**config.mk**
```make
export PLATFORM = sky130hd
export DESIGN_NAME = rsp_packet_deframer_flat
export DESIGN_NICKNAME = d
export VERILOG_FILES = /design/src/rpd_pkg.sv /design/src/rpd_if.sv /design/src/rpd_cfg.sv /design/src/rpd_core.sv /design/src/rsp_packet_deframer.sv /design/src/flat_wrapper.sv
export SDC_FILE = /design/constraint.sdc
export NUM_CORES = 1
export LEC_CHECK = 0
export BUFFER_PORTS_ARGS = -buffer_cell sky130_fd_sc_hd__buf_2
export CORE_ASPECT_RATIO = 0.8
export CORE_MARGIN = 2
export CORE_UTILIZATION = 25
export DETAILED_ROUTE_END_ITERATION = 12
export SYNTH_ARGS = -nofsm -noshare
export SYNTH_HDL_FRONTEND = slang
export SYNTH_SLANG_ARGS = --single-unit
```
**constraint.sdc**
```tcl
create_clock -name clk -period 3.4 [get_ports clk]
set_input_delay 0.85 -clock clk [delete_from_list [all_inputs] [get_ports clk]]
set_output_delay 0.85 -clock clk [all_outputs]
set_load 0.05 [all_outputs]
```
**src/rpd_pkg.sv**
```systemverilog
// Package for the packet deframer: field widths, phase and status codes,
// the result and configuration structs and the hex digit decoder.
// Depends on nothing; every other file refers to it by scoped names.
package rpd_pkg;

	localparam int BYTE_W      = 8;
	localparam int LEN_W       = 13;
	localparam int NIB_W       = 4;
	localparam int MAX_PAYLOAD = 4096;

	localparam logic [LEN_W-1:0] LIMIT_MAX = LEN_W'(MAX_PAYLOAD);

	// APB register map.
	localparam int APB_DATA_W = 32;
	localparam int APB_ADDR_W = 3;
	localparam logic REG_BREAK_CHAR    = 1'b0;
	localparam logic REG_PAYLOAD_LIMIT = 1'b1;

	localparam logic [BYTE_W-1:0] BREAK_CHAR_RESET    = 8'd3;
	localparam logic [LEN_W-1:0]  PAYLOAD_LIMIT_RESET = 13'd4096;

	localparam logic [BYTE_W-1:0] CHAR_DOLLAR = 8'h24;
	localparam logic [BYTE_W-1:0] CHAR_HASH   = 8'h23;

	localparam logic [1:0] PH_IDLE    = 2'd0;
	localparam logic [1:0] PH_PAYLOAD = 2'd1;
	localparam logic [1:0] PH_HI      = 2'd2;
	localparam logic [1:0] PH_LO      = 2'd3;

	localparam logic [1:0] ST_NONE  = 2'd0;
	localparam logic [1:0] ST_TAKEN = 2'd1;
	localparam logic [1:0] ST_DONE  = 2'd2;
	localparam logic [1:0] ST_BREAK = 2'd3;

	typedef struct packed {
		logic [BYTE_W-1:0] break_char;
		logic [LEN_W-1:0]  payload_limit;
	} cfg_t;

	typedef struct packed {
		logic [1:0]        status;
		logic              payload_valid;
		logic [BYTE_W-1:0] payload_byte;
		logic              ack_req;
		logic              nak_req;
		logic [LEN_W-1:0]  frame_length;
	} result_t;

	typedef struct packed {
		logic             ok;
		logic [NIB_W-1:0] value;
	} digit_t;

	// Decodes one ASCII hex digit in either case.
	function automatic digit_t hex_digit(input logic [BYTE_W-1:0] c);
		digit_t d;
		d.ok    = 1'b1;
		d.value = '0;
		if (c inside {[8'h30:8'h39]}) begin
			d.value = c[NIB_W-1:0];
		end else if (c inside {[8'h61:8'h66], [8'h41:8'h46]}) begin
			d.value = c[NIB_W-1:0] + 4'd9;
		end else begin
			d.ok = 1'b0;
		end
		return d;
	endfunction

endpackage

```
**src/rpd_if.sv**
```systemverilog
// Valid/ready stream interfaces for received bytes and deframer results.
// Depends on rpd_pkg for field widths.
interface rpd_in_if;
	logic                      valid;
	logic                      ready;
	logic [rpd_pkg::BYTE_W-1:0] in_byte;

	modport source (output valid, output in_byte, input ready);
	modport sink (input valid, input in_byte, output ready);
endinterface

interface rpd_out_if;
	logic                       valid;
	logic                       ready;
	logic [1:0]                 status;
	logic                       payload_valid;
	logic [rpd_pkg::BYTE_W-1:0] payload_byte;
	logic                       ack_req;
	logic                       nak_req;
	logic [rpd_pkg::LEN_W-1:0]  frame_length;

	modport source (output valid, output status, output payload_valid, output payload_byte,
		output ack_req, output nak_req, output frame_length, input ready);
	modport sink (input valid, input status, input payload_valid, input payload_byte,
		input ack_req, input nak_req, input frame_length, output ready);
endinterface

```
**src/rpd_cfg.sv**
```systemverilog
// APB configuration registers of the deframer: break character and payload limit.
// Depends on rpd_pkg for the register map and reset values.
module rpd_cfg (
	input  logic                           clk,
	input  logic                           arst_n,
	input  logic                           psel,
	input  logic                           penable,
	input  logic                           pwrite,
	input  logic [rpd_pkg::APB_ADDR_W-1:0] paddr,
	input  logic [rpd_pkg::APB_DATA_W-1:0] pwdata,
	output logic [rpd_pkg::APB_DATA_W-1:0] prdata,
	output logic                           pready,
	output rpd_pkg::cfg_t                  cfg
);

	logic [rpd_pkg::BYTE_W-1:0] break_char_q;
	logic [rpd_pkg::LEN_W-1:0]  payload_limit_q;
	logic                       wr_en;

	assign pready = 1'b1;
	assign wr_en  = psel && penable && pwrite && pready;

	always_ff @(posedge clk or negedge arst_n) begin
		if (!arst_n) begin
			break_char_q    <= rpd_pkg::BREAK_CHAR_RESET;
			payload_limit_q <= rpd_pkg::PAYLOAD_LIMIT_RESET;
		end else if (wr_en) begin
			case (paddr[2])
				rpd_pkg::REG_BREAK_CHAR:    break_char_q    <= pwdata[rpd_pkg::BYTE_W-1:0];
				rpd_pkg::REG_PAYLOAD_LIMIT: payload_limit_q <= pwdata[rpd_pkg::LEN_W-1:0];
				default: ;
			endcase
		end
	end

	always_comb begin
		case (paddr[2])
			rpd_pkg::REG_BREAK_CHAR:
				prdata = rpd_pkg::APB_DATA_W'(break_char_q);
			rpd_pkg::REG_PAYLOAD_LIMIT:
				prdata = rpd_pkg::APB_DATA_W'(payload_limit_q);
			default: prdata = '0;
		endcase
	end

	assign cfg.break_char    = break_char_q;
	assign cfg.payload_limit = payload_limit_q;

endmodule

```
**src/rpd_core.sv**
```systemverilog
// Deframer state and per-byte decision logic, ending in the result register.
// Depends on rpd_pkg for codes, structs and the hex digit decoder.
module rpd_core (
	input  logic                       clk,
	input  logic                       arst_n,
	input  rpd_pkg::cfg_t              cfg,
	input  logic                       valid_s1,
	input  logic [rpd_pkg::BYTE_W-1:0] byte_s1,
	input  logic                       advance,
	output logic                       valid_s2,
	output rpd_pkg::result_t           res_s2
);

	logic [1:0]                 phase_q, phase_d;
	logic [rpd_pkg::LEN_W-1:0]  count_q, count_d;
	logic [rpd_pkg::BYTE_W-1:0] sum_q, sum_d;
	logic [rpd_pkg::NIB_W-1:0]  hi_q, hi_d;
	logic [rpd_pkg::LEN_W-1:0]  limit;
	rpd_pkg::digit_t            dig;
	rpd_pkg::result_t           res;
	logic                       fire;

	assign fire  = valid_s1 && advance;
	assign dig   = rpd_pkg::hex_digit(byte_s1);
	assign limit = (cfg.payload_limit > rpd_pkg::LIMIT_MAX) ? rpd_pkg::LIMIT_MAX
		: cfg.payload_limit;

	always_comb begin
		phase_d = phase_q;
		count_d = count_q;
		sum_d   = sum_q;
		hi_d    = hi_q;
		res     = '0;
		case (phase_q)
			rpd_pkg::PH_IDLE: begin
				// A dollar opens a frame even when it is also the break character.
				if (byte_s1 == rpd_pkg::CHAR_DOLLAR) begin
					phase_d    = rpd_pkg::PH_PAYLOAD;
					count_d    = '0;
					sum_d      = '0;
					hi_d       = '0;
					res.status = rpd_pkg::ST_TAKEN;
				end else if (byte_s1 == cfg.break_char) begin
					res.status = rpd_pkg::ST_BREAK;
				end
			end
			rpd_pkg::PH_PAYLOAD: begin
				if (byte_s1 == rpd_pkg::CHAR_HASH) begin
					phase_d    = rpd_pkg::PH_HI;
					res.status = rpd_pkg::ST_TAKEN;
				end else if (count_q >= limit) begin
					res.nak_req = 1'b1;
					phase_d     = rpd_pkg::PH_IDLE;
					count_d     = '0;
					sum_d       = '0;
					hi_d        = '0;
				end else begin
					count_d           = count_q + 1'b1;
					sum_d             = sum_q + byte_s1;
					res.payload_valid = 1'b1;
					res.payload_byte  = byte_s1;
					res.status        = rpd_pkg::ST_TAKEN;
				end
			end
			rpd_pkg::PH_HI: begin
				if (!dig.ok) begin
					res.nak_req = 1'b1;
					phase_d     = rpd_pkg::PH_IDLE;
					count_d     = '0;
					sum_d       = '0;
					hi_d        = '0;
				end else begin
					hi_d       = dig.value;
					phase_d    = rpd_pkg::PH_LO;
					res.status = rpd_pkg::ST_TAKEN;
				end
			end
			default: begin
				if (dig.ok && {hi_q, dig.value} == sum_q) begin
					res.ack_req      = 1'b1;
					res.frame_length = count_q;
					res.status       = rpd_pkg::ST_DONE;
				end else begin
					res.nak_req = 1'b1;
				end
				phase_d = rpd_pkg::PH_IDLE;
				count_d = '0;
				sum_d   = '0;
				hi_d    = '0;
			end
		endcase
	end

	always_ff @(posedge clk or negedge arst_n) begin
		if (!arst_n) begin
			phase_q  <= rpd_pkg::PH_IDLE;
			count_q  <= '0;
			sum_q    <= '0;
			hi_q     <= '0;
			valid_s2 <= 1'b0;
		end else begin
			if (fire) begin
				phase_q <= phase_d;
				count_q <= count_d;
				sum_q   <= sum_d;
				hi_q    <= hi_d;
			end
			if (advance) begin
				valid_s2 <= valid_s1;
			end
		end
	end

	always_ff @(posedge clk) begin
		if (fire) begin
			res_s2 <= res;
		end
	end

endmodule

```
**src/rsp_packet_deframer.sv**
```systemverilog
// Remote serial protocol packet deframer: one result for every received byte.
// A byte accepted on rx is registered in byte_s1 and its result in res_s2, which
// drives tx; while tx stalls, the result register and a full byte_s1 hold.
// Throughput: one byte per cycle unless tx stalls, set by rpd_core's state update.
// Reset (arst_n, asynchronous): idle phase, count, sum and nibble cleared,
// pipeline empty, registers at break character 3 and payload limit 4096.
module rsp_packet_deframer (
	input  logic                           clk,
	input  logic                           arst_n,
	rpd_in_if.sink                         rx,
	rpd_out_if.source                      tx,
	input  logic                           psel,
	input  logic                           penable,
	input  logic                           pwrite,
	input  logic [rpd_pkg::APB_ADDR_W-1:0] paddr,
	input  logic [rpd_pkg::APB_DATA_W-1:0] pwdata,
	output logic [rpd_pkg::APB_DATA_W-1:0] prdata,
	output logic                           pready
);

	rpd_pkg::cfg_t              cfg;
	rpd_pkg::result_t           res_s2;
	logic                       valid_s1;
	logic [rpd_pkg::BYTE_W-1:0] byte_s1;
	logic                       valid_s2;
	logic                       advance;

	rpd_cfg u_cfg (
		.clk     (clk),
		.arst_n  (arst_n),
		.psel    (psel),
		.penable (penable),
		.pwrite  (pwrite),
		.paddr   (paddr),
		.pwdata  (pwdata),
		.prdata  (prdata),
		.pready  (pready),
		.cfg     (cfg)
	);

	// The result register moves whenever it is empty or its transfer completes.
	assign advance  = !valid_s2 || tx.ready;
	assign rx.ready = !valid_s1 || advance;

	always_ff @(posedge clk or negedge arst_n) begin
		if (!arst_n) begin
			valid_s1 <= 1'b0;
		end else if (rx.ready) begin
			valid_s1 <= rx.valid;
		end
	end

	always_ff @(posedge clk) begin
		if (rx.valid && rx.ready) begin
			byte_s1 <= rx.in_byte;
		end
	end

	rpd_core u_core (
		.clk      (clk),
		.arst_n   (arst_n),
		.cfg      (cfg),
		.valid_s1 (valid_s1),
		.byte_s1  (byte_s1),
		.advance  (advance),
		.valid_s2 (valid_s2),
		.res_s2   (res_s2)
	);

	assign tx.valid         = valid_s2;
	assign tx.status        = res_s2.status;
	assign tx.payload_valid = res_s2.payload_valid;
	assign tx.payload_byte  = res_s2.payload_byte;
	assign tx.ack_req       = res_s2.ack_req;
	assign tx.nak_req       = res_s2.nak_req;
	assign tx.frame_length  = res_s2.frame_length;

endmodule
```
**src/flat_wrapper.sv**
```systemverilog
// flat-port wrapper written by rule: the top's interface ports become plain ports
module rsp_packet_deframer_flat 
  (clk, arst_n, psel, penable, pwrite, paddr, pwdata, prdata, pready, rx_valid, rx_in_byte, rx_ready, tx_valid, tx_status, tx_payload_valid, tx_payload_byte, tx_ack_req, tx_nak_req, tx_frame_length, tx_ready);
  rpd_in_if rx_i ();
  rpd_out_if tx_i ();
  input  logic clk;
  input  logic arst_n;
  input  logic psel;
  input  logic penable;
  input  logic pwrite;
  input  logic [rpd_pkg::APB_ADDR_W-1:0] paddr;
  input  logic [rpd_pkg::APB_DATA_W-1:0] pwdata;
  output logic [rpd_pkg::APB_DATA_W-1:0] prdata;
  output logic pready;
  input wire logic [$bits(rx_i.valid)-1:0] rx_valid;
  input wire logic [$bits(rx_i.in_byte)-1:0] rx_in_byte;
  output wire logic [$bits(rx_i.ready)-1:0] rx_ready;
  output wire logic [$bits(tx_i.valid)-1:0] tx_valid;
  output wire logic [$bits(tx_i.status)-1:0] tx_status;
  output wire logic [$bits(tx_i.payload_valid)-1:0] tx_payload_valid;
  output wire logic [$bits(tx_i.payload_byte)-1:0] tx_payload_byte;
  output wire logic [$bits(tx_i.ack_req)-1:0] tx_ack_req;
  output wire logic [$bits(tx_i.nak_req)-1:0] tx_nak_req;
  output wire logic [$bits(tx_i.frame_length)-1:0] tx_frame_length;
  input wire logic [$bits(tx_i.ready)-1:0] tx_ready;
  assign rx_i.valid = rx_valid;
  assign rx_i.in_byte = rx_in_byte;
  assign rx_ready = rx_i.ready;
  assign tx_valid = tx_i.valid;
  assign tx_status = tx_i.status;
  assign tx_payload_valid = tx_i.payload_valid;
  assign tx_payload_byte = tx_i.payload_byte;
  assign tx_ack_req = tx_i.ack_req;
  assign tx_nak_req = tx_i.nak_req;
  assign tx_frame_length = tx_i.frame_length;
  assign tx_i.ready = tx_ready;
  rsp_packet_deframer u_core (.clk(clk), .arst_n(arst_n), .rx(rx_i), .tx(tx_i), .psel(psel), .penable(penable), .pwrite(pwrite), .paddr(paddr), .pwdata(pwdata), .prdata(prdata), .pready(pready));
endmodule
```
== Word level (Yosys, flattened, before mapping) ==
Index checks and enable logic that the tools add are counted.

* Reduce and logical (&&, ||, !) cells: 23
* Magnitude comparators: 8
* Bitwise operators: 3
* $add $sub $neg: 3
* Multiplexer cells: 39
* Equal/unequal tests: 11

{| class="wikitable"
|+ Operators by type and width
! cell !! count
|-
| $mux 13 || 5
|-
| $pmux 32 s2 || 1
|-
| $pmux 13 s3 || 1
|-
| $mux 8 || 4
|-
| $mux 4 || 6
|-
| $pmux 8 s3 || 1
|-
| $eq 8x6->1 const B || 2
|-
| $eq 8x8->1 || 2
|-
| $ge 8x7->1 const B || 2
|-
| $le 8x7->1 const B || 2
|-
| $mux 2 || 7
|-
| $add 13x1->13 const B || 1
|-
| $ge 13x13->1 || 1
|-
| $gt 13x13->1 const B || 1
|-
| $pmux 2 s3 || 2
|-
| $pmux 4 s3 || 1
|-
| $mux 10 || 1
|-
| $mux 1 || 9
|-
| $add 8x8->8 || 1
|-
| $ge 8x6->1 const B || 1
|-
| $le 8x6->1 const B || 1
|-
| $logic_and 1x1->1 || 8
|-
| $ne 2x2->1 const B || 4
|-
| $reduce_and 4->1 || 2
|-
| 15 further kinds || 21
|}

* Register bits after elaboration: 84
* Output and inout port bits: 61
* Word-level logic and storage cells: 102

== Longest topological paths before layout ==
Gate-level depths: netlist of run 1.

* Depth in word-level cells: 9
* Gate-level depth with buffers: 11
* Mapped depth without buffers: 9

== Hierarchy ==
From an unflattened synthesis of run 1, not the netlist that was laid out.

* Cells, all modules: 424
* Area, all modules: 4,946.0 sq um

{| class="wikitable"
|+ Modules (own cells, without submodules)
! module !! instances !! area each (sq um) !! cells an instance !! seq. area each (sq um)
|-
| rpd_core || 1 || 3,513.4 || 330 || 1,481.4
|-
| rpd_cfg || 1 || 1,126.1 || 81 || 529.3
|-
| rsp_packet_deframer || 1 || 306.5 || 13 || 265.3
|}

== Worst setup path before layout of run 1 ==
OpenSTA, ideal clock, no wires.

* Path kind: input port to flip-flop
* From: input tx_ready
* To: register u_core.u_core.sum_q[7] (netlist bit)
* Path slack: 470 ps
* Path buffers: 2
* Required time: 3,278 ps
* Stages on the path: 8
* Data arrival time: 2,808 ps
* Library setup time: 122 ps
* Cell sequence: nand2b_1 > and2_1 > o311ai_2 > buf_4 > o21ba_2 > buf_6 > o21ai_0 > a32o_1

* Word-level cells in the longest chain between the ends: 3

{| class="wikitable"
|+ Ends and longest elaborated chain
! what !! RTL line !! text
|-
| start, declared || flat_wrapper.sv:25 || <nowiki>input wire logic [$bits(tx_i.ready)-1:0] tx_ready;</nowiki>
|-
| $logic_or 1x1->1 || rsp_packet_deframer.sv:42 || <nowiki>assign advance = !valid_s2 || tx.ready;</nowiki>
|-
| $logic_and 1x1->1 || rpd_core.sv:23 || <nowiki>assign fire = valid_s1 && advance;</nowiki>
|-
| named net u_core.u_core.fire || rpd_core.sv:21 || <nowiki>logic fire;</nowiki>
|-
| $reduce_and 4->1 (no source line) || - ||
|-
| end signal, assigned || rpd_core.sv:105 || <nowiki>sum_q <= sum_d;</nowiki>
|-
| end, declared || rpd_core.sv:16 || <nowiki>logic [rpd_pkg::BYTE_W-1:0] sum_q, sum_d;</nowiki>
|}

The timed path passes the listed nets, and every way through them passes these cells.
A chain may end at the register's enable or synchronous reset.

== Worst setup path after layout of run 1 ==
* From: register u_core.u_cfg.payload_limit_q[12] (netlist bit)
* To: register u_core.u_core.count_q[8] (netlist bit)

* Word-level cells in the longest chain between the ends: 6

{| class="wikitable"
|+ Ends and longest elaborated chain
! what !! RTL line !! text
|-
| start, declared || rpd_cfg.sv:17 || <nowiki>logic [rpd_pkg::LEN_W-1:0] payload_limit_q;</nowiki>
|-
| start signal, assigned || rpd_cfg.sv:26 || <nowiki>payload_limit_q <= rpd_pkg::PAYLOAD_LIMIT_RESET;</nowiki>
|-
| start signal, assigned || rpd_cfg.sv:30 || <nowiki>rpd_pkg::REG_PAYLOAD_LIMIT: payload_limit_q <= pwdata[rpd_pkg::LEN_W-1:0];</nowiki>
|-
| $gt 13x13->1 || rpd_core.sv:25 || <nowiki>assign limit = (cfg.payload_limit > rpd_pkg::LIMIT_MAX) ? rpd_pkg::LIMIT_MAX</nowiki>
|-
| $mux 13 (*) || rpd_core.sv:25 ||
|-
| $ge 13x13->1 (*) || rpd_core.sv:51 || <nowiki>end else if (count_q >= limit) begin</nowiki>
|-
| $mux 13 (*) || rpd_core.sv:51 ||
|-
| $mux 13 (*) || rpd_core.sv:48 || <nowiki>if (byte_s1 == rpd_pkg::CHAR_HASH) begin</nowiki>
|-
| $pmux 13 s3 (*) || rpd_core.sv:34 || <nowiki>case (phase_q)</nowiki>
|-
| end signal, assigned || rpd_core.sv:104 || <nowiki>count_q <= count_d;</nowiki>
|-
| end, declared || rpd_core.sv:15 || <nowiki>logic [rpd_pkg::LEN_W-1:0] count_q, count_d;</nowiki>
|}

Mark *: on every way between the ends. The rest lies on a longest branch, timed or not. The select of a mux whose other input is x is not followed.

==> metrics.txt, run 1 <==
half-perimeter wire length of the detailed placement result=a little under 9000 um; hold buffers post-CTS=0; area share of the largest cell type after synthesis=0.248; number of distinct library cell variants in the gate-level netlist after synthesis=60; area of the placeable core=0.0188 sq mm; post-route setup TNS=0 ps; number of DRC violations after detailed routing=0; Min Clock Period, post-route=2960 ps; synthesis-to-layout area growth=17.8%; Post-Route Utilization=0.297; Placed Instances=about 740; setup bufs post-CTS=0; Final Hold Violating Endpoints=0; total via count after detailed routing=3437; Tightest Hold Check Type=reg -> reg; Max VDD drop=0.279 mV; asr flop ratio synth=0.595; master cell of the clock root buffer=sky130_fd_sc_hd__clkbuf_16; total track usage=0.120; Remaining Overflow, GRT=0; Horiz. Die Dim=about 160 um; vias in the first global route=about 3.4k; Clock Latency Late Sink=roughly 350 ps; number of CTS-inserted buffers=9; flops & latches, synth=84; CTS tree=done; signal arrival time at the worst endpoint=3250 ps; non-filler cells, final=754; leading cell types by count after synthesis=sky130_fd_sc_hd__dfrtp_1, sky130_fd_sc_hd__edfxtp_1, sky130_fd_sc_hd__nand2_1, sky130_fd_sc_hd__mux2_2, sky130_fd_sc_hd__and2_1; netlist area before placement=roughly 0.0047 sq mm; worst-case clock buffer depth=2; number of DRC markers after the initial detailed-route iteration=approximately 260; nature of the critical path endpoint=flop; initial cell density of the core=0.253; Hold Slack=488 ps; sequential share of the synthesized area=0.479; classification of the worst setup path=reg -> reg; max-slew headroom at the worst pin=0.539; maximum level of the CTS H-tree=3; top area cells in the synthesized netlist=sky130_fd_sc_hd__dfrtp_1, sky130_fd_sc_hd__edfxtp_1, sky130_fd_sc_hd__mux2_2; outcome=completed; number of optimization iterations in the first detailed-route pass=4; cell count after synthesis=419; final clock period utilization by the worst path=0.871; wire length of the first global-routing pass=~18000 um; number of synthesized flops with an enable pin=34; Max Fanout on Critical Path=17; worst clock skew on the final layout=roughly 11 ps; post-layout power=3.71 mW; Diodes inserted=0; die outline area=about 0.020 sq mm; leakage power=roughly 2.5 nW; wirelength, routed=approximately 12000 um; number of warnings issued by yosys=0; top-level port count=~110; Pwr per Cell Area=663 mW/mm^2; number of antenna violations at the first check in global routing=0; average via count per standard cell=about 4.6; most instantiated library cell after synthesis=sky130_fd_sc_hd__dfrtp_1; overall die height=between 100 and 150 um; CTS sink cnt=84; routed wirelength normalized by instance count=around 15 um; Avg Synthesized Cell Area=11.3 sq um; Resized cells post-CTS=0; number of max-cap violations=0; post-detailed-route count of antenna-violating nets=0; unrepaired setup endpoints after global routing=no; area taken by flip-flops and latches=between 0.002 and 0.0025 sq mm; setup violation total in the final timing report=0; worst path required time=3680 ps; Final Max Tran Viols=0; IO buf count=~70; multi-input logic area=between 0.002 and 0.0025 sq mm; Clock transition at path regs=about 70 ps; prevailing post-synth register cell=sky130_fd_sc_hd__dfrtp_1; post-synthesis cell type with the largest combined area=sky130_fd_sc_hd__dfrtp_1; Max Freq=338 MHz; Final #Nets=567; # rows=45; Design Area, Final=around 0.0056 sq mm; slack of the critical path=438 ps; instance area after placement=about 0.0053 sq mm; pin count of the biggest net entering global routing=51; fraction of layout instances using a drive strength above 1=0.272; worst slack after detailed placement=around 450 ps; final RePlAce weighted congestion=0.853; transition at the pin with the smallest max-transition slack=between 600 and 700 ps; kind of start point of the critical path=flop; number of fill cells=1936
worst max-delay path: stages, from the launching register on:
cell and delay, ps:
sky130_fd_sc_hd__dfstp_2 550, sky130_fd_sc_hd__inv_1 180, sky130_fd_sc_hd__nand2_1 140, sky130_fd_sc_hd__ha_1 250
sky130_fd_sc_hd__a211oi_1 310, sky130_fd_sc_hd__o211a_1 200, sky130_fd_sc_hd__o21ai_0 120, sky130_fd_sc_hd__a21o_1 400
sky130_fd_sc_hd__nor2_1 530, sky130_fd_sc_hd__a22o_1 210
placed cells by master, fill, tap and decap left out, drive strengths merged, types with 5 or more instances in the layout:
master | synthesis | routed
xnor2 | 8 | 8
a22o | 7 | 7
ha | 25 | 25
o31ai | 5 | 5
nand3 | 16 | 16
nor2b | 6 | 6
nand2 | 31 | 31
xor2 | 14 | 14
and3 | 6 | 6
o21ai | 21 | 21
o21bai | 6 | 6
mux2 | 29 | 29
clkbuf | 7 | 9
o41ai | 5 | 5
nor2 | 12 | 12
a21o | 9 | 9
edfxtp | 34 | 34
inv | 9 | 11
and2 | 28 | 28
dfrtp | 47 | 47
conb | 2 | 20
a21oi | 14 | 14
buf | 27 | 77
cell families after synthesis:
group	share of synthesized area
DFF	0.479
and+or+nand+nor	0.147
adders and majority gates	0.0701
buffers and inverters	0.0569
AOI/OAI and AO/OA	0.136
muxes	0.0688
other	0.00158
xor gates and xnor gates	0.0406
cell type report:
| cell class | count | area share |
|---|---|---|
| clock buffers | 9 | 0.0403 |
| clock inverters | 7 | 0.0107 |
| inverters | 9 | 0.00604 |
| multi-input cells | 310 | 0.406 |
| flip-flops and latches | 84 | 0.407 |
| well taps | 258 | 0.0577 |
| repair buffers | 77 | 0.0725 |
state kept, by name, indices dropped and copies added, names as in the netlist:
register,flops
u_core.u_cfg.break_char_q,8
u_core.u_cfg.payload_limit_q,13
u_core.u_core.hi_q,4
u_core.u_core.count_q,13
u_core.u_core.phase_q,2
u_core.u_core.valid_s2,1
u_core.u_core.res_s2,26
u_core.u_core.sum_q,8
u_core.byte_s1,8
u_core.valid_s1,1
routing by layer:
metal,track usage,part of all wire
met2,0.170,0.41
met1,0.169,0.50
met3,0.0434,0.082
met4,0.0413,0.013
met5,0,0
final timing paths:
kind                                                        from                        end  slack, ps  cells after the start
worst min register to register                   u_core.valid_s1     u_core.u_core.valid_s2        490                      1
max in group asynchronous                                 arst_n  u_core.u_core.count_q[11]       2340                      2
worst min-delay path                             u_core.valid_s1     u_core.u_core.valid_s2        490                      1
min in group asynchronous                                 arst_n            u_core.valid_s1        620                      2
worst max-delay path            u_core.u_cfg.payload_limit_q[12]   u_core.u_core.count_q[8]        440                      9
worst max register to register  u_core.u_cfg.payload_limit_q[12]   u_core.u_core.count_q[8]        440                      9
report_power, final:
part	internal (mW)	switching, mW	total [mW]
clock network	0.504	0.422	0.926
logic	0.458	0.880	1.34
registers	1.25	0.192	1.45
Note: power is estimated with default switching activity, not from simulation.
==> run 2: changes to the inputs <==
- SYNTH_HIERARCHICAL: unset -> 1
==> run 2 against run 1 <==
Final area increased by 4.3%. Critical path depth unchanged. Count of clock-buffer cells in the layout increased by 1. Power increased by 8.5%. First-iteration DRC count decreased by 48%. Routed wire length increased by 4.2%. Register-to-register slack got worse by 80 ps. Sequential cell count unchanged. Critical endpoint is now u_core/u_core/hi_q[1]. Highest routed layer unchanged.
==> metrics.txt, run 2 <==
synthesis-to-layout area growth=18.0%; capture endpoint of the worst hold path=u_core/u_cfg/payload_limit_q[9]; area share of the largest cell type after synthesis=0.238 (-0.00984); hold buffers post-CTS=0 (unchanged); master cell of the clock root buffer=sky130_fd_sc_hd__clkbuf_16; final RePlAce weighted congestion=0.812 (-4.9%); setup violation total in the final timing report=0 (unchanged); Diodes inserted=0 (unchanged); average via count per standard cell=4.59 (+0.67%); post-detailed-route count of antenna-violating nets=0 (unchanged); leading cell types by count after synthesis=sky130_fd_sc_hd__dfrtp_1, sky130_fd_sc_hd__edfxtp_1, sky130_fd_sc_hd__nand2_1, sky130_fd_sc_hd__o21ai_0, sky130_fd_sc_hd__and2_1; worst-case clock buffer depth=2 (unchanged); Max Fanout on Critical Path=24 (+7); number of distinct library cell variants in the gate-level netlist after synthesis=71 (+18%); post-synthesis cell type with the largest combined area=sky130_fd_sc_hd__dfrtp_1; CTS sink cnt=84 (unchanged); outcome=completed; Hold Crit Depth=1 (unchanged); overall die height=130 um (+2.0%); number of flip-flops under the largest register name=26 (unchanged); top-level port count=111 (unchanged); number of warnings issued by yosys=6 (+6); netlist area before placement=0.00495 sq mm (+4.1%); sequential share of the synthesized area=0.460 (-0.0190); fraction of layout instances using a drive strength above 1=0.297 (+0.0252); prevailing post-synth register cell=sky130_fd_sc_hd__dfrtp_1; cell count after synthesis=424 (+1.2%); signal arrival time at the worst endpoint=3270 ps (+20 ps); classification of the worst setup path=reg -> reg; critical register-to-register path endpoint=u_core/u_core/hi_q[1]; wirelength, routed=12000 um (+4.2%); number of CTS-inserted buffers=9 (unchanged); total via count after detailed routing=3483 (+1.3%); Final Max Tran Viols=0 (unchanged); Final #Nets=572 (+0.88%); # rows=45 (unchanged); number of DRC violations after detailed routing=0 (unchanged); most instantiated library cell after synthesis=sky130_fd_sc_hd__dfrtp_1; CTS tree=done; flops & latches, synth=84 (unchanged); Tightest Hold Check Type=reg -> reg; Clock transition at path regs=70 ps (about the same); Final Hold Violating Endpoints=0 (unchanged); slack of the critical path=362 ps (-75.8 ps); post-route setup TNS=0 ps (unchanged); Pwr per Cell Area=690 mW/mm^2 (+4.0%); biggest regs=u_core/u_core/res_s2 (26), u_core/u_cfg/payload_limit_q (13), u_core/u_core/count_q (13); IO buf count=69 (unchanged); transition at the pin with the smallest max-transition slack=930 ps (+240 ps); Avg Synthesized Cell Area=11.7 sq um (+2.9%); leakage power=2.58 nW (+4.9%); commonest cells after routing, fill and taps aside=sky130_fd_sc_hd__buf_2, sky130_fd_sc_hd__dfrtp_1, sky130_fd_sc_hd__edfxtp_1; setup bufs post-CTS=0 (unchanged); number of max-cap violations=0 (unchanged); unrepaired setup endpoints after global routing=no; half-perimeter wire length of the detailed placement result=9240 um (+4.6%); worst clock skew on the final layout=9.36 ps (-1.37 ps); top area cells in the synthesized netlist=sky130_fd_sc_hd__dfrtp_1, sky130_fd_sc_hd__edfxtp_1, sky130_fd_sc_hd__ha_1; final clock period utilization by the worst path=0.894 (+0.0223); wire length of the first global-routing pass=18800 um (+1.8%); Remaining Overflow, GRT=0 (unchanged); max-slew headroom at the worst pin=0.380 (-0.159); most common cell after layout, fill and taps aside=sky130_fd_sc_hd__buf_2; pin count of the biggest net entering global routing=38 (-25%); worst r2r path cells=9 (unchanged); Clock Latency Late Sink=340 ps (about the same); initial cell density of the core=0.258 (+0.00505); origin of the worst setup path=u_core/u_cfg/payload_limit_q[12]; Horiz. Die Dim=161 um (+2.0%); total track usage=0.118 (-0.00210); asr flop ratio synth=0.595 (unchanged); routed wirelength normalized by instance count=15.8 um (+3.5%); kind of start point of the critical path=flop; Max Freq=329 MHz (-2.5%); worst slack after detailed placement=347 ps (-107 ps); R2R Path Start=u_core/u_cfg/payload_limit_q[12]; die outline area=0.0209 sq mm (+4.0%); maximum level of the CTS H-tree=3 (unchanged); number of DRC markers after the initial detailed-route iteration=134 (-48%); flop-to-flop setup slack=360 ps (-80 ps); worst path required time=3630 ps (-50 ps); Min Clock Period, post-route=3040 ps (+75.8 ps); number of optimization iterations in the first detailed-route pass=5 (+1); number of antenna violations at the first check in global routing=0 (unchanged); number of synthesized flops with an enable pin=34 (unchanged); vias in the first global route=3366 (-2.2%); post-layout power=4.03 mW (+8.5%); Resized cells post-CTS=0 (unchanged); startpoint of the worst hold path=u_core/u_cfg/payload_limit_q[9]; nature of the critical path endpoint=flop; Max VDD drop=0.299 mV (+7.1%); register with the most flip-flops=u_core/u_core/res_s2; area of the placeable core=0.0192 sq mm (+2.1%)
-- run 2: cell count changes in the layout (fill, tap and decap cells not counted), moves of 5 or more --
cell                      delta
sky130_fd_sc_hd__mux2_4     +10
sky130_fd_sc_hd__o21ai_0     +9
sky130_fd_sc_hd__nor2_1      -5
sky130_fd_sc_hd__nand3_1     -5
sky130_fd_sc_hd__mux2_2      -8
sky130_fd_sc_hd__nor3_1     +12
-- run 2: area by class of cell --
class,count,area (sq um)
clock buffer,10,229
timing repair buffer,77,405
tap,258,323
fill,1942,13400
multi-input combinational,314,2450
clock inverter,6,111
sequential,84,2280
inverter,10,37.5
-- run 2: kinds of logic (layout without fill, tap and decap cells) --
logic type / Yosys count / in the layout / share of synthesized area
and+or+nand+nor: 132 / 132 / 0.172
AOI/OAI and AO/OA: 84 / 84 / 0.124
DFF: 84 / 84 / 0.460
buffers and inverters: 44 / 103 / 0.0572
muxes: 31 / 31 / 0.0782
adders and majority gates: 26 / 26 / 0.0673
xor gates and xnor gates: 21 / 21 / 0.0400
other: 2 / 20 / 0.00152
-- run 2: worst max-delay path by stage --
stage                     depth (start not counted)                       end  slack (ps)
after floorplan                                   7  u_core/u_core/count_q[3]         260
after global placement                            9     u_core/u_core/hi_q[1]         490
after detailed placement                          9  u_core/u_core/count_q[6]         350
after CTS                                         9  u_core/u_core/count_q[6]         340
after global routing                              9  u_core/u_core/count_q[6]         170
final                                             9     u_core/u_core/hi_q[1]         360
-- run 2: routing by layer --
layer  GRT usage  routed length [um]  vias to the layer above
li1            -                   -                     1659
met1       0.177                6180                     1657
met2       0.166                4850                      153
met3      0.0312                 861                       14
met4      0.0357                  98                        0
met5           0                   0                        -
-- run 2: worst max-delay path, cell delays in order, from the launching register on --
cell	delay (ps)
sky130_fd_sc_hd__dfstp_2	380
sky130_fd_sc_hd__inv_1	270
sky130_fd_sc_hd__nand2_1	130
sky130_fd_sc_hd__ha_1	320
sky130_fd_sc_hd__and4_1	210
sky130_fd_sc_hd__a21oi_1	70
sky130_fd_sc_hd__a21oi_1	740
sky130_fd_sc_hd__nor2_4	280
sky130_fd_sc_hd__nor2_1	180
sky130_fd_sc_hd__mux2_2	340
-- run 2: stage by stage --
step           area [sq um]   util  instances  hold WS, ps
3_3_place_gp           5500  0.286        743          503
6_report               5840  0.304        759          535
3_5_place_dp           5500  0.286        743          522
2_1_floorplan          5010      -        442          479
4_1_cts                5840  0.304        759          538
5_1_grt                5840  0.304        759          557
-- run 2: power by group --
part / total, mW / internal (mW) / switching, mW
Sequential: 1.46 / 1.26 / 0.201
Combinational: 1.44 / 0.525 / 0.917
Clock: 1.12 / 0.719 / 0.403
Total: 4.03 / 2.51 / 1.52
==> run 3: changes to the inputs <==
- CORE_ASPECT_RATIO: 0.8 -> unset
==> run 3 against run 2 <==
Count of clock-buffer cells in the layout fell by 1. Register-to-register slack better by 70 ps. Worst hold slack lost 38 ps. Core utilization fell by 0.42 points. Final cell count rose by 0.92%. Non-clock buffer count unchanged. Via count shrank 2.4%. Sequential power hardly changed. Global-route usage down 0.36 points. Maximum frequency up 2.3%. Sequential share of layout area about the same. Routed wire length fell by 5.5%. Critical path type unchanged. Largest cell class unchanged. Largest power group unchanged.
==> metrics.txt, run 3 (same netlist as run 2, synthesis figures left out) <==
outcome=completed; hold buffers post-CTS=0 (unchanged); worst clock skew on the final layout=12.1 ps (+2.70 ps); max-slew headroom at the worst pin=0.581 (+0.200); final RePlAce weighted congestion=0.805 (-0.80%); Remaining Overflow, GRT=0 (unchanged); cell with the biggest individual delay on the critical path=sky130_fd_sc_hd__dfstp_2; Final #Nets=572 (unchanged); synthesis-to-layout area growth=18.0% (about the same); Resized cells post-CTS=0 (unchanged); top-level port count=111 (unchanged); Final Hold Violating Endpoints=0 (unchanged); cell-by-cell trace of the critical path=inv_1 -> nand2_1 -> ha_1 -> a211o_1 -> a31oi_4 -> o311ai_4 -> nor2_4 -> nand2_4 -> o41ai_1; post-route setup TNS=0 ps (unchanged); half-perimeter wire length of the detailed placement result=8610 um (-6.8%); number of DRC markers after the initial detailed-route iteration=188 (+40%); leakage power=2.57 nW (-0.14%); number of fill cells=2027 (+4.4%); master cell of the clock root buffer=sky130_fd_sc_hd__clkbuf_16; Diodes inserted=0 (unchanged); Clock Latency Late Sink=360 ps (+20 ps); vias in the first global route=3432 (+2.0%); setup violation total in the final timing report=0 (unchanged); register with the most flip-flops=u_core/u_core/res_s2; non-filler cells, final=766 (+0.92%); signal arrival time at the worst endpoint=3210 ps (-60 ps); number of max-cap violations=0 (unchanged); # rows=51 (+13%); routed wirelength normalized by instance count=14.8 um (-6.3%); number of CTS-inserted buffers=9 (unchanged); worst-case clock buffer depth=2 (unchanged); delay of the slowest cell on the worst path=560 ps (-180 ps); Max Fanout on Critical Path=24 (unchanged); final clock period utilization by the worst path=0.873 (-0.0203); die outline area=0.0209 sq mm (about the same); worst r2r path cells=9 (unchanged); pin count of the biggest net entering global routing=29 (-24%); critical register-to-register path endpoint=u_core/u_core/count_q[5]; initial cell density of the core=0.254 (-0.00348); nature of the critical path endpoint=flop; IO buf count=69 (unchanged); Max VDD drop=0.331 mV (+11%); Post-Route Utilization=0.300 (-0.00417); number of optimization iterations in the first detailed-route pass=4 (-1); Clock transition at path regs=70 ps (about the same); wirelength, routed=11300 um (-5.5%); transition at the pin with the smallest max-transition slack=628 ps (-302 ps); CTS tree=done; total track usage=0.115 (-0.00359); Final Max Tran Viols=0 (unchanged); wire length of the first global-routing pass=18400 um (-2.6%); worst path required time=3640 ps (about the same); maximum level of the CTS H-tree=3 (unchanged); unrepaired setup endpoints after global routing=no; fraction of layout instances using a drive strength above 1=0.299 (+0.00200); commonest cells after routing, fill and taps aside=sky130_fd_sc_hd__buf_2, sky130_fd_sc_hd__dfrtp_1, sky130_fd_sc_hd__edfxtp_1; most common cell after layout, fill and taps aside=sky130_fd_sc_hd__buf_2; setup bufs post-CTS=0 (unchanged); kind of start point of the critical path=flop; number of DRC violations after detailed routing=0 (unchanged); number of antenna violations at the first check in global routing=0 (unchanged); Pwr per Cell Area=681 mW/mm^2 (-1.3%); origin of the worst setup path=u_core/u_cfg/payload_limit_q[12]; biggest regs=u_core/u_core/res_s2 (26), u_core/u_cfg/payload_limit_q (13), u_core/u_core/count_q (13); Hold Slack=497 ps (-37.6 ps); total via count after detailed routing=3400 (-2.4%); Placed Instances=750 (+0.94%); average via count per standard cell=4.44 (-3.3%); Min Clock Period, post-route=2970 ps (-69.0 ps); number of flip-flops under the largest register name=26 (unchanged); flop-to-flop setup slack=430 ps (+70 ps); post-detailed-route count of antenna-violating nets=0 (unchanged); crit path capture=u_core/u_core/count_q[5]; overall die height=145 um (+11%); Tightest Hold Check Type=in -> async; area of the placeable core=0.0195 sq mm (+1.4%); classification of the worst setup path=reg -> reg; CTS sink cnt=84 (unchanged); Max Freq=337 MHz (+2.3%); R2R Path Start=u_core/u_cfg/payload_limit_q[12]; Horiz. Die Dim=145 um (-10%)
-- run 3: cell types whose count changed in the layout (fill, tap and decap cells not counted) --
cell	previous run	this run
sky130_fd_sc_hd__bufinv_16	3	2
sky130_fd_sc_hd__clkbuf_1	1	0
sky130_fd_sc_hd__clkinv_2	1	0
sky130_fd_sc_hd__clkinv_4	0	1
sky130_fd_sc_hd__inv_6	1	2
sky130_fd_sc_hd__inv_8	0	1
-- run 3: layer usage --
layer / vias up / part of all wire / GRT usage / routed length, um
met1: 1629 / 0.49 / 0.159 / 5550
met5: - / 0 / 0 / 0
li1: 1662 / - / - / -
met2: 93 / 0.43 / 0.173 / 4910
met4: 0 / 0.020 / 0.0496 / 221
met3: 16 / 0.057 / 0.0237 / 648
-- run 3: worst min-delay path by stage --
| stage | to | slack [ps] |
|---|---|---|
| floorplan | u_core/u_core/sum_q[3] | 480 |
| global placement | u_core/u_core/sum_q[5] | 510 |
| detailed placement | u_core/u_core/hi_q[3] | 520 |
| CTS | u_core/u_core/sum_q[7] | 510 |
| global route | u_core/u_core/count_q[2] | 540 |
| finish | u_core/u_core/hi_q[2] | 500 |
-- run 3: critical path, delay by kind of cell, from the launching register on --
kind	cells	cell delay, ps
AO/OA/AOI/OAI	4	1070
adder cells (fa/ha/maj)	1	260
flip-flops	1	560
AND/OR/NAND/NOR	3	780
buffers and inverters	1	180
-- run 3: power by group --
part	internal [mW]	switching, mW	total, mW
Clock	0.655	0.445	1.10
Combinational	0.518	0.904	1.42
Sequential	1.26	0.190	1.45
Total	2.43	1.54	3.97
-- run 3: area by class of cell --
type | instances | area, sq um | area share
multi-input combinational | 314 | 2450 | 0.421
sequential | 84 | 2280 | 0.390
timing repair buffer | 77 | 405 | 0.0695
tap | 265 | 332 | 0.0568
clock buffer | 9 | 225 | 0.0386
clock inverter | 7 | 105 | 0.0180
inverter | 10 | 37.5 | 0.00643
-- run 3: per-stage QoR --
stage | setup WS, ps | power [mW] | cell area, sq um
after global routing | 133 | 4.22 | 5840
final | 431 | 3.97 | 5840
after global placement | 469 | 2.87 | 5510
after floorplan | 257 | 2.61 | 5010
after detailed placement | 444 | 2.90 | 5510
after CTS | 410 | 4.01 | 5840
